## src/design/acpe_pkg.sv

```systemverilog
package acpe_pkg;

  // logical pixel colors
  localparam logic [1:0] COL_BLACK  = 2'h0;
  localparam logic [1:0] COL_BLUE   = 2'h1;
  localparam logic [1:0] COL_ORANGE = 2'h2;
  localparam logic [1:0] COL_WHITE  = 2'h3;

  // configuration register indexes
  localparam logic [1:0] CFG_COLOR_SWAP     = 2'd0;
  localparam logic [1:0] CFG_BYTES_PER_ROW  = 2'd1;
  localparam logic [1:0] CFG_ROWS_PER_FRAME = 2'd2;

  localparam logic [7:0] BYTES_PER_ROW_RST  = 8'd32;
  localparam logic [7:0] ROWS_PER_FRAME_RST = 8'd192;

  // output queue
  localparam int unsigned OQ_DEPTH = 4;
  localparam int unsigned OQ_AW    = $clog2(OQ_DEPTH);
  localparam int unsigned OQ_CW    = $clog2(OQ_DEPTH + 1);

  typedef struct packed {
    logic        last_result;
    logic        end_of_frame;
    logic        end_of_row;
    logic [15:0] pixel_word;
  } out_item_t;

  // map a logical color to its output code
  function automatic logic [1:0] to_code(logic [1:0] c, logic swap);
    logic [1:0] res;
    res = c;
    if (swap && (c == COL_BLUE)) res = COL_ORANGE;
    if (swap && (c == COL_ORANGE)) res = COL_BLUE;
    return res;
  endfunction

endpackage

```

## src/design/acpe_lane.sv

```systemverilog
module acpe_lane import acpe_pkg::*; (
  input  logic [1:0] pair_i,
  input  logic [1:0] next_i,
  input  logic [1:0] left_i,
  output logic [1:0] pix_l_o,
  output logic [1:0] pix_r_o
);

  always_comb begin
    pix_l_o = pair_i;
    pix_r_o = pair_i;
    if ((pair_i == COL_BLUE) && ((next_i == COL_ORANGE) || (next_i == COL_WHITE))) begin
      pix_l_o = COL_BLACK;
      pix_r_o = COL_WHITE;
    end else if ((pair_i == COL_ORANGE) && ((left_i == COL_BLUE) || (left_i == COL_WHITE))) begin
      pix_l_o = COL_WHITE;
      pix_r_o = COL_BLACK;
    end
  end

endmodule

```

## src/design/acpe_fix.sv

```systemverilog
module acpe_fix import acpe_pkg::*; (
  input  logic [7:0]  colors_i,
  input  logic [1:0]  next_i,
  input  logic [1:0]  left_i,
  input  logic        swap_i,
  output logic [15:0] word_o
);

  logic [1:0] pair_l [4];
  logic [1:0] pair_r [4];
  logic [1:0] lane_left [4];
  logic [1:0] lane_next [4];

  // four lanes, leftmost pair in lane 0; left neighbour ripples along
  for (genvar i = 0; i < 4; i++) begin : g_lane
    if (i == 0) begin : g_first
      assign lane_left[i] = left_i;
    end else begin : g_rest
      assign lane_left[i] = pair_r[i-1];
    end
    if (i == 3) begin : g_edge
      assign lane_next[i] = next_i;
    end else begin : g_inner
      assign lane_next[i] = colors_i[5-2*i -: 2];
    end
    acpe_lane u_lane (
      .pair_i  (colors_i[7-2*i -: 2]),
      .next_i  (lane_next[i]),
      .left_i  (lane_left[i]),
      .pix_l_o (pair_l[i]),
      .pix_r_o (pair_r[i])
    );
  end

  // merge: code mapping and word packing
  always_comb begin
    word_o = '0;
    for (int i = 0; i < 4; i++) begin
      word_o[15-4*i -: 2] = to_code(pair_l[i], swap_i);
      word_o[13-4*i -: 2] = to_code(pair_r[i], swap_i);
    end
  end

endmodule

```

## src/design/artifact_color_pixel_expander.sv

```systemverilog
// artifact color pixel expander
//
// s_axis carries one source byte per item (eight 1-bit pixels, leftmost in
// bit 7). m_axis carries 16-bit words of eight 2-bit color pixels, with tlast
// marking the end of a row and tuser flagging the frame end and the last word
// caused by an input item. the cfg channel writes color_swap (index 0),
// bytes_per_row (index 1) and rows_per_frame (index 2); it is always ready
// and should only be written while the block is idle.
//
// each byte is held until the next byte of its row arrives, because the
// fix-up of its last pair needs the next pair. the last byte of a row emits
// the held word and its own word. results go into a 4-entry output queue and
// are registered there before they appear on m_axis.
// throughput: one byte per cycle while the queue has room; a row end that
// flushes two words needs a second read from the queue's single output port.
// s_axis_tready drops while the queue holds more than two words, so a
// stalled receiver backs up into the source without losing data.
// reset clears the held byte, position counters and queue, and loads the
// register defaults (no swap, 32 bytes per row, 192 rows per frame).
module artifact_color_pixel_expander import acpe_pkg::*; (
  input  logic        clk_i,
  input  logic        rst_ni,
  // source bytes
  input  logic        s_axis_tvalid,
  output logic        s_axis_tready,
  input  logic [7:0]  s_axis_tdata,   // [7:0] source_byte
  // color words
  output logic        m_axis_tvalid,
  input  logic        m_axis_tready,
  output logic [15:0] m_axis_tdata,   // [15:0] pixel_word
  output logic        m_axis_tlast,   // end_of_row
  output logic [1:0]  m_axis_tuser,   // [0] end_of_frame, [1] last_result
  // configuration writes
  input  logic        cfg_valid_i,
  output logic        cfg_ready_o,
  input  logic [1:0]  cfg_index_i,
  input  logic [7:0]  cfg_data_i
);

  // configuration registers
  logic       swap_q;
  logic [7:0] bytes_per_row_q, rows_per_frame_q;

  // row state
  logic [7:0] held_q, held_d;
  logic       held_vld_q, held_vld_d;
  logic [1:0] prev_q, prev_d;
  logic [7:0] byte_cnt_q, byte_cnt_d;
  logic [7:0] row_cnt_q, row_cnt_d;

  // output queue
  out_item_t         oq_mem_q [OQ_DEPTH];
  logic [OQ_AW-1:0]  oq_rd_q, oq_rd_d, oq_wr_q, oq_wr_d, oq_wr_b;
  logic [OQ_CW-1:0]  oq_cnt_q, oq_cnt_d;

  logic       in_acc, out_acc;
  logic       row_end, frame_end;
  logic       push_a, push_b;
  logic [15:0] word_a, word_b;
  logic [1:0]  right_a, left_b;
  out_item_t   item_a, item_b, item_out;

  assign cfg_ready_o = 1'b1;

  always_ff @(posedge clk_i or negedge rst_ni) begin
    if (!rst_ni) begin
      swap_q           <= 1'b0;
      bytes_per_row_q  <= BYTES_PER_ROW_RST;
      rows_per_frame_q <= ROWS_PER_FRAME_RST;
    end else if (cfg_valid_i) begin
      unique case (cfg_index_i)
        CFG_COLOR_SWAP:     swap_q           <= cfg_data_i[0];
        CFG_BYTES_PER_ROW:  bytes_per_row_q  <= cfg_data_i;
        CFG_ROWS_PER_FRAME: rows_per_frame_q <= cfg_data_i;
        default: ;  // unknown index, ignored
      endcase
    end
  end

  // room for two words keeps the ready independent of the output side
  assign s_axis_tready = (oq_cnt_q <= OQ_CW'(OQ_DEPTH - 2));
  assign in_acc        = s_axis_tvalid && s_axis_tready;
  assign out_acc       = m_axis_tvalid && m_axis_tready;

  // compare is >= so a lowered size ends the row or frame at once
  assign row_end   = ({1'b0, byte_cnt_q} + 9'd1) >= {1'b0, bytes_per_row_q};
  assign frame_end = ({1'b0, row_cnt_q} + 9'd1) >= {1'b0, rows_per_frame_q};

  // held byte, finished now that its right neighbour pair is known
  acpe_fix u_fix_held (
    .colors_i (held_q),
    .next_i   (s_axis_tdata[7:6]),
    .left_i   (prev_q),
    .swap_i   (swap_q),
    .word_o   (word_a)
  );

  // code mapping is its own inverse, so the rightmost pixel decodes back
  assign right_a = to_code(word_a[1:0], swap_q);

  // incoming byte at a row end, nothing to its right
  assign left_b = held_vld_q ? right_a : prev_q;

  acpe_fix u_fix_last (
    .colors_i (s_axis_tdata),
    .next_i   (COL_BLACK),
    .left_i   (left_b),
    .swap_i   (swap_q),
    .word_o   (word_b)
  );

  assign push_a = in_acc && held_vld_q;
  assign push_b = in_acc && row_end;

  always_comb begin
    item_a.pixel_word   = word_a;
    item_a.end_of_row   = 1'b0;
    item_a.end_of_frame = 1'b0;
    item_a.last_result  = !row_end;
    item_b.pixel_word   = word_b;
    item_b.end_of_row   = 1'b1;
    item_b.end_of_frame = frame_end;
    item_b.last_result  = 1'b1;
  end

  always_comb begin
    held_d     = held_q;
    held_vld_d = held_vld_q;
    prev_d     = prev_q;
    byte_cnt_d = byte_cnt_q;
    row_cnt_d  = row_cnt_q;
    if (in_acc) begin
      if (row_end) begin
        held_d     = '0;
        held_vld_d = 1'b0;
        prev_d     = COL_BLACK;
        byte_cnt_d = '0;
        row_cnt_d  = frame_end ? '0 : row_cnt_q + 8'd1;
      end else begin
        held_d     = s_axis_tdata;
        held_vld_d = 1'b1;
        prev_d     = held_vld_q ? right_a : prev_q;
        byte_cnt_d = byte_cnt_q + 8'd1;
      end
    end
  end

  always_ff @(posedge clk_i or negedge rst_ni) begin
    if (!rst_ni) begin
      held_q     <= '0;
      held_vld_q <= 1'b0;
      prev_q     <= COL_BLACK;
      byte_cnt_q <= '0;
      row_cnt_q  <= '0;
    end else begin
      held_q     <= held_d;
      held_vld_q <= held_vld_d;
      prev_q     <= prev_d;
      byte_cnt_q <= byte_cnt_d;
      row_cnt_q  <= row_cnt_d;
    end
  end

  // output queue, up to two writes and one read per cycle
  assign oq_wr_b  = oq_wr_q + OQ_AW'(push_a);
  assign oq_wr_d  = oq_wr_q + OQ_AW'(push_a) + OQ_AW'(push_b);
  assign oq_rd_d  = oq_rd_q + OQ_AW'(out_acc);
  assign oq_cnt_d = oq_cnt_q + OQ_CW'(push_a) + OQ_CW'(push_b) - OQ_CW'(out_acc);

  always_ff @(posedge clk_i or negedge rst_ni) begin
    if (!rst_ni) begin
      oq_rd_q  <= '0;
      oq_wr_q  <= '0;
      oq_cnt_q <= '0;
    end else begin
      oq_rd_q  <= oq_rd_d;
      oq_wr_q  <= oq_wr_d;
      oq_cnt_q <= oq_cnt_d;
    end
  end

  always_ff @(posedge clk_i) begin
    if (push_a) oq_mem_q[oq_wr_q] <= item_a;
    if (push_b) oq_mem_q[oq_wr_b] <= item_b;
  end

  assign item_out      = oq_mem_q[oq_rd_q];
  assign m_axis_tvalid = (oq_cnt_q != '0);
  assign m_axis_tdata  = item_out.pixel_word;
  assign m_axis_tlast  = item_out.end_of_row;
  assign m_axis_tuser  = {item_out.last_result, item_out.end_of_frame};

  // queue never overfills
  a_oq_bound: assert property (@(posedge clk_i) disable iff (!rst_ni)
    oq_cnt_q <= OQ_CW'(OQ_DEPTH))
    else $error("output queue overflow");

  // with no byte held the left neighbour is the row start
  a_prev_black: assert property (@(posedge clk_i) disable iff (!rst_ni)
    !held_vld_q |-> (prev_q == COL_BLACK))
    else $error("left pixel not black without held byte");

  // a row end word is always the last word of its item
  a_eor_last: assert property (@(posedge clk_i) disable iff (!rst_ni)
    (m_axis_tvalid && m_axis_tlast) |-> m_axis_tuser[1])
    else $error("row end word not marked last");

  // a held byte implies the row has advanced
  a_held_pos: assert property (@(posedge clk_i) disable iff (!rst_ni)
    held_vld_q |-> (byte_cnt_q != '0))
    else $error("held byte at row start");

endmodule
```

## config.mk

```make
export PLATFORM = sky130hd
export DESIGN_NAME = artifact_color_pixel_expander
export DESIGN_NICKNAME = d
export VERILOG_FILES = /design/src/design/acpe_pkg.sv /design/src/design/acpe_lane.sv /design/src/design/acpe_fix.sv /design/src/design/artifact_color_pixel_expander.sv
export SDC_FILE = /design/constraint.sdc
export NUM_CORES = 1
export LEC_CHECK = 0
export BUFFER_PORTS_ARGS = -buffer_cell sky130_fd_sc_hd__buf_2
export CORE_MARGIN = 5
export CORE_UTILIZATION = 45
export CTS_BUF_LIST = sky130_fd_sc_hd__clkbuf_2
export DETAILED_ROUTE_END_ITERATION = 10
export GPL_TIMING_DRIVEN = 0
export PLACE_DENSITY_LB_ADDON = 0.05
export SETUP_SLACK_MARGIN = 0.02
export SLEW_MARGIN = 20
export SYNTH_ARGS = -nofsm -noshare
export SYNTH_HDL_FRONTEND = slang
export SYNTH_SLANG_ARGS = --single-unit
```

## constraint.sdc

```tcl
create_clock -name clk_i -period 6.6 [get_ports clk_i]
set_clock_uncertainty 0.2 [all_clocks]
set_input_delay 0.99 -clock clk_i [delete_from_list [all_inputs] [get_ports clk_i]]
set_output_delay 0.99 -clock clk_i [all_outputs]
set_load 0.005 [all_outputs]
```

==> results.md <==
| Parameter | Reported |
| --- | --- |
| Max Fanout on Critical Path | 17 |
| Commonest cells after routing, fill and taps aside | 68 x edfxtp_1, 61 x nor2_1, 60 x nand2_1 |
| Synthesized instance count | 646 |
| Die width | 138 µm |
| Critical Setup Path Class | reg2reg |
| Max Transition Viols Final | 0 |
| MaxCap Viol Count | 0 |
| Most area-hungry cell type in the Yosys netlist | edfxtp_1 |
| Worst hold slack | 106 ps |
| Clock latency at the later pin of the worst-skew pair | 690 ps |
| Global placement routability congestion | 0.818 |
| Reg2reg end | oq_mem_q[0][5] |
| Half-perimeter wire length of the detailed placement result | 13.0 mm |
| Drt initial violations | 275 |
| Post-CTS Hold Buffers | 0 |
| Power per cell area | 329 nW/µm² |
| IO Pins | 45 |
| Startpoint type of the worst setup path | flip-flop |
| Worst R2R Start | byte_cnt_q[2] |
| Number of nets in the synthesized netlist | 694 |
| Hold Vio Cnt, Final | 0 |
| Headroom to the max-slew limit | 25.2% |
| Total global routing overflow | 0 |
| Most common library cell in the layout ignoring fill and taps | edfxtp_1 |
| Filler cell count | 1455 |
| Via count | 5173 |
| Tot GR Track Use | 20.5% |
| CP required | 6720 ps |
| Reg2reg setup slack | 2310 ps |
| Standby leakage power | 3.46 nW |
| Actual slew at the worst max-slew pin | 1120 ps |
| Detailed-route wire length | 18.0 mm |
| Peak VDD IR | 0.132 mV |
| Data arrival time at the worst-slack endpoint | 4410 ps |
| Antenna violations before repair | 0 |
| Total setup violations reported at the end of the flow | 0 |
| Asr flop ratio synth | 39.7% |
| Launch point of the worst path | byte_cnt_q[2] |
| Worst min path class | in2async |
| ANT cells | 0 |
| Depth of the worst register-to-register path | 12 |
| Count of unique library cells instantiated by Yosys | 59 |
| Maximum level of the CTS H-tree | 4 |
| Fmax | 0.233 GHz |
| Synthesized area per cell | 11.3 µm² |
| Maximum buffer depth of the clock tree | 2 |
| Synth warn | 0 |
| Unrepaired setup endpoints after global routing | false |
| Cell area after synthesis | 7320 µm² |
| Drt via density | 5.51 |
| Final period demand of the worst path | 4290 ps |
| Result of the run | completed |
| CTS Buf Count | 17 |
| Post-DR wirelength/cell | 19.1 µm |
| Number of remaining DRC errors | 0 |
| Nature of the critical path endpoint | flip-flop |
| Area added between synthesis and finish | 10.9% |
| Register bit total from synthesis | 126 |
| Clock slew at reported path FFs | 190 ps |
| Core outline area | 15900 µm² |
| Resized cells post-CTS | 0 |
| Maximum number of pins on one net before global-route repair | 51 |
| Count of nets after finishing | 757 |
| Number of buffers inserted by port buffering | 42 |
| Top FF cell, synth | edfxtp_1 |
| Detailed Routing Iterations Pass 1 | 5 |
| Vertical extent of the die | 138 µm |
| Total Negative Setup Slacks | 0 ps |
| Buffer count from post-CTS setup fixing | 0 |
| Number of core rows | 46 |
| Via count of the first global-routing pass | 5334 |
| First-pass GRT wire length | 29.1 mm |
| Number of routed nets with antenna violations | 0 |
| CP Capture Point | oq_mem_q[0][5] |
| CTS tree | done |
| EDFF count, synth | 68 |
| Portion of the post-synthesis area used by sequential elements | 47.2% |
| Share of the cycle needed by the critical path after routing | 65.0% |
| DIE AREA | 18900 µm² |
| TritonCTS Sinks | 126 |
| Synth top area share | 27.9% |
| Initial cell density of the core | 45.9% |
| Share of final-layout standard cells stronger than drive strength 1 | 23.3% |
| Clock root cell | clkbuf_2 |
| Synth area leaders | edfxtp_1 28%, dfrtp_1 16%, mux4_2 5.8% |
==> area by class of cell <==
type	count	area (µm²)	share of cell area [%]
inverter	29	109	1.34
multi-input combinational	454	3570	44.0
clock buffer	23	115	1.42
clock inverter	9	120	1.48
timing repair buffer	44	268	3.30
buffer	37	206	2.54
sequential	126	3460	42.6
tap	216	270	3.33
==> logic make-up (layout without fill, tap and decap cells) <==
family,count (synthesis),after routing,synth area share (%)
AOI/OAI and AO/OA,114,114,10.4
xor gates and xnor gates,17,17,2.03
adders and majority gates,25,25,4.48
buffers and inverters,66,142,4.31
and+or+nand+nor,192,192,12.9
DFF,126,126,47.2
other,1,1,0.0512
muxes,105,105,18.7
==> metal layers <==
metal	track usage, %	up-vias	routed length, µm
met3	3.76	38	751
met4	8.70	0	592
met5	0	-	0
met2	34.8	129	8970
li1	-	2471	-
met1	25.5	2535	7640
==> critical path, cell delays in order, from the launching register on <==
cell and delay [ps]:
dfrtp_1 470, and3_1 210, and3_1 250, nand3_1 110, xnor2_1 180, ha_1 320, and3_1 210, o211ai_1 130
o211a_1 240, buf_4 190, nor4_4 250, buf_4 270, nand2b_1 890
==> synthesized netlist by cell type, types with 3 or more instances <==
cell	number
edfxtp_1	68
nor2_1	61
nand2_1	60
dfrtp_1	47
o21ai_0	38
mux2_2	37
inv_1	29
mux2i_1	25
mux2_1	24
ha_1	23
nand2b_1	20
mux4_2	19
clkbuf_1	18
a21oi_1	17
a21o_1	11
nand3_1	10
buf_2	9
xnor2_1	9
dfxtp_1	8
xor2_1	8
and3_1	7
nor3_1	7
o31ai_1	7
a22oi_1	5
buf_4	5
buf_6	5
nor2b_1	5
a211o_1	4
o211ai_1	4
a22o_1	3
a31o_2	3
and2_1	3
dfstp_2	3
nor3b_1	3
o22ai_1	3
o2bb2ai_1	3
==> per-stage QoR <==
step / setup slack [ps] / instance area (µm²) / total power [mW] / cells / utilization, %
after floorplan: 2550 / 7320 / 1.84 / 646 / -
after global placement: 846 / 7800 / 2.16 / 904 / 48.9
after CTS: 2250 / 8110 / 2.70 / 938 / 50.9
after global routing: 2010 / 8120 / 2.87 / 938 / 50.9
final: 2310 / 8120 / 2.67 / 938 / 50.9
after detailed placement: 2290 / 7880 / 2.20 / 906 / 49.4
==> state kept, by name (all words and copies together), names as in the netlist <==
name	count
byte_cnt_q	8
bytes_per_row_q	8
held_q	8
held_vld_q	1
oq_cnt_q	3
oq_mem_q	76
oq_rd_q	2
oq_wr_q	2
prev_q	1
row_cnt_q	8
rows_per_frame_q	8
swap_q	1
==> worst min path at each step <==
| stage | from | slack [ps] | to |
|---|---|---|---|
| floorplan | oq_mem_q[2][16] | 220 | oq_mem_q[2][16] |
| global placement | oq_mem_q[1][16] | 230 | oq_mem_q[1][16] |
| CTS | rst_ni | 50 | bytes_per_row_q[7] |
| finish | rst_ni | 110 | oq_rd_q[1] |
| detailed placement | oq_mem_q[2][16] | 240 | oq_mem_q[2][16] |
| global route | rst_ni | 80 | oq_rd_q[1] |
==> where the power goes <==
part / internal, mW / switching, mW
Sequential: 0.977 / 0.107
Clock: 0.216 / 0.281
Combinational: 0.454 / 0.631
Total: 1.65 / 1.02
Power figures use the tool's default switching activity.
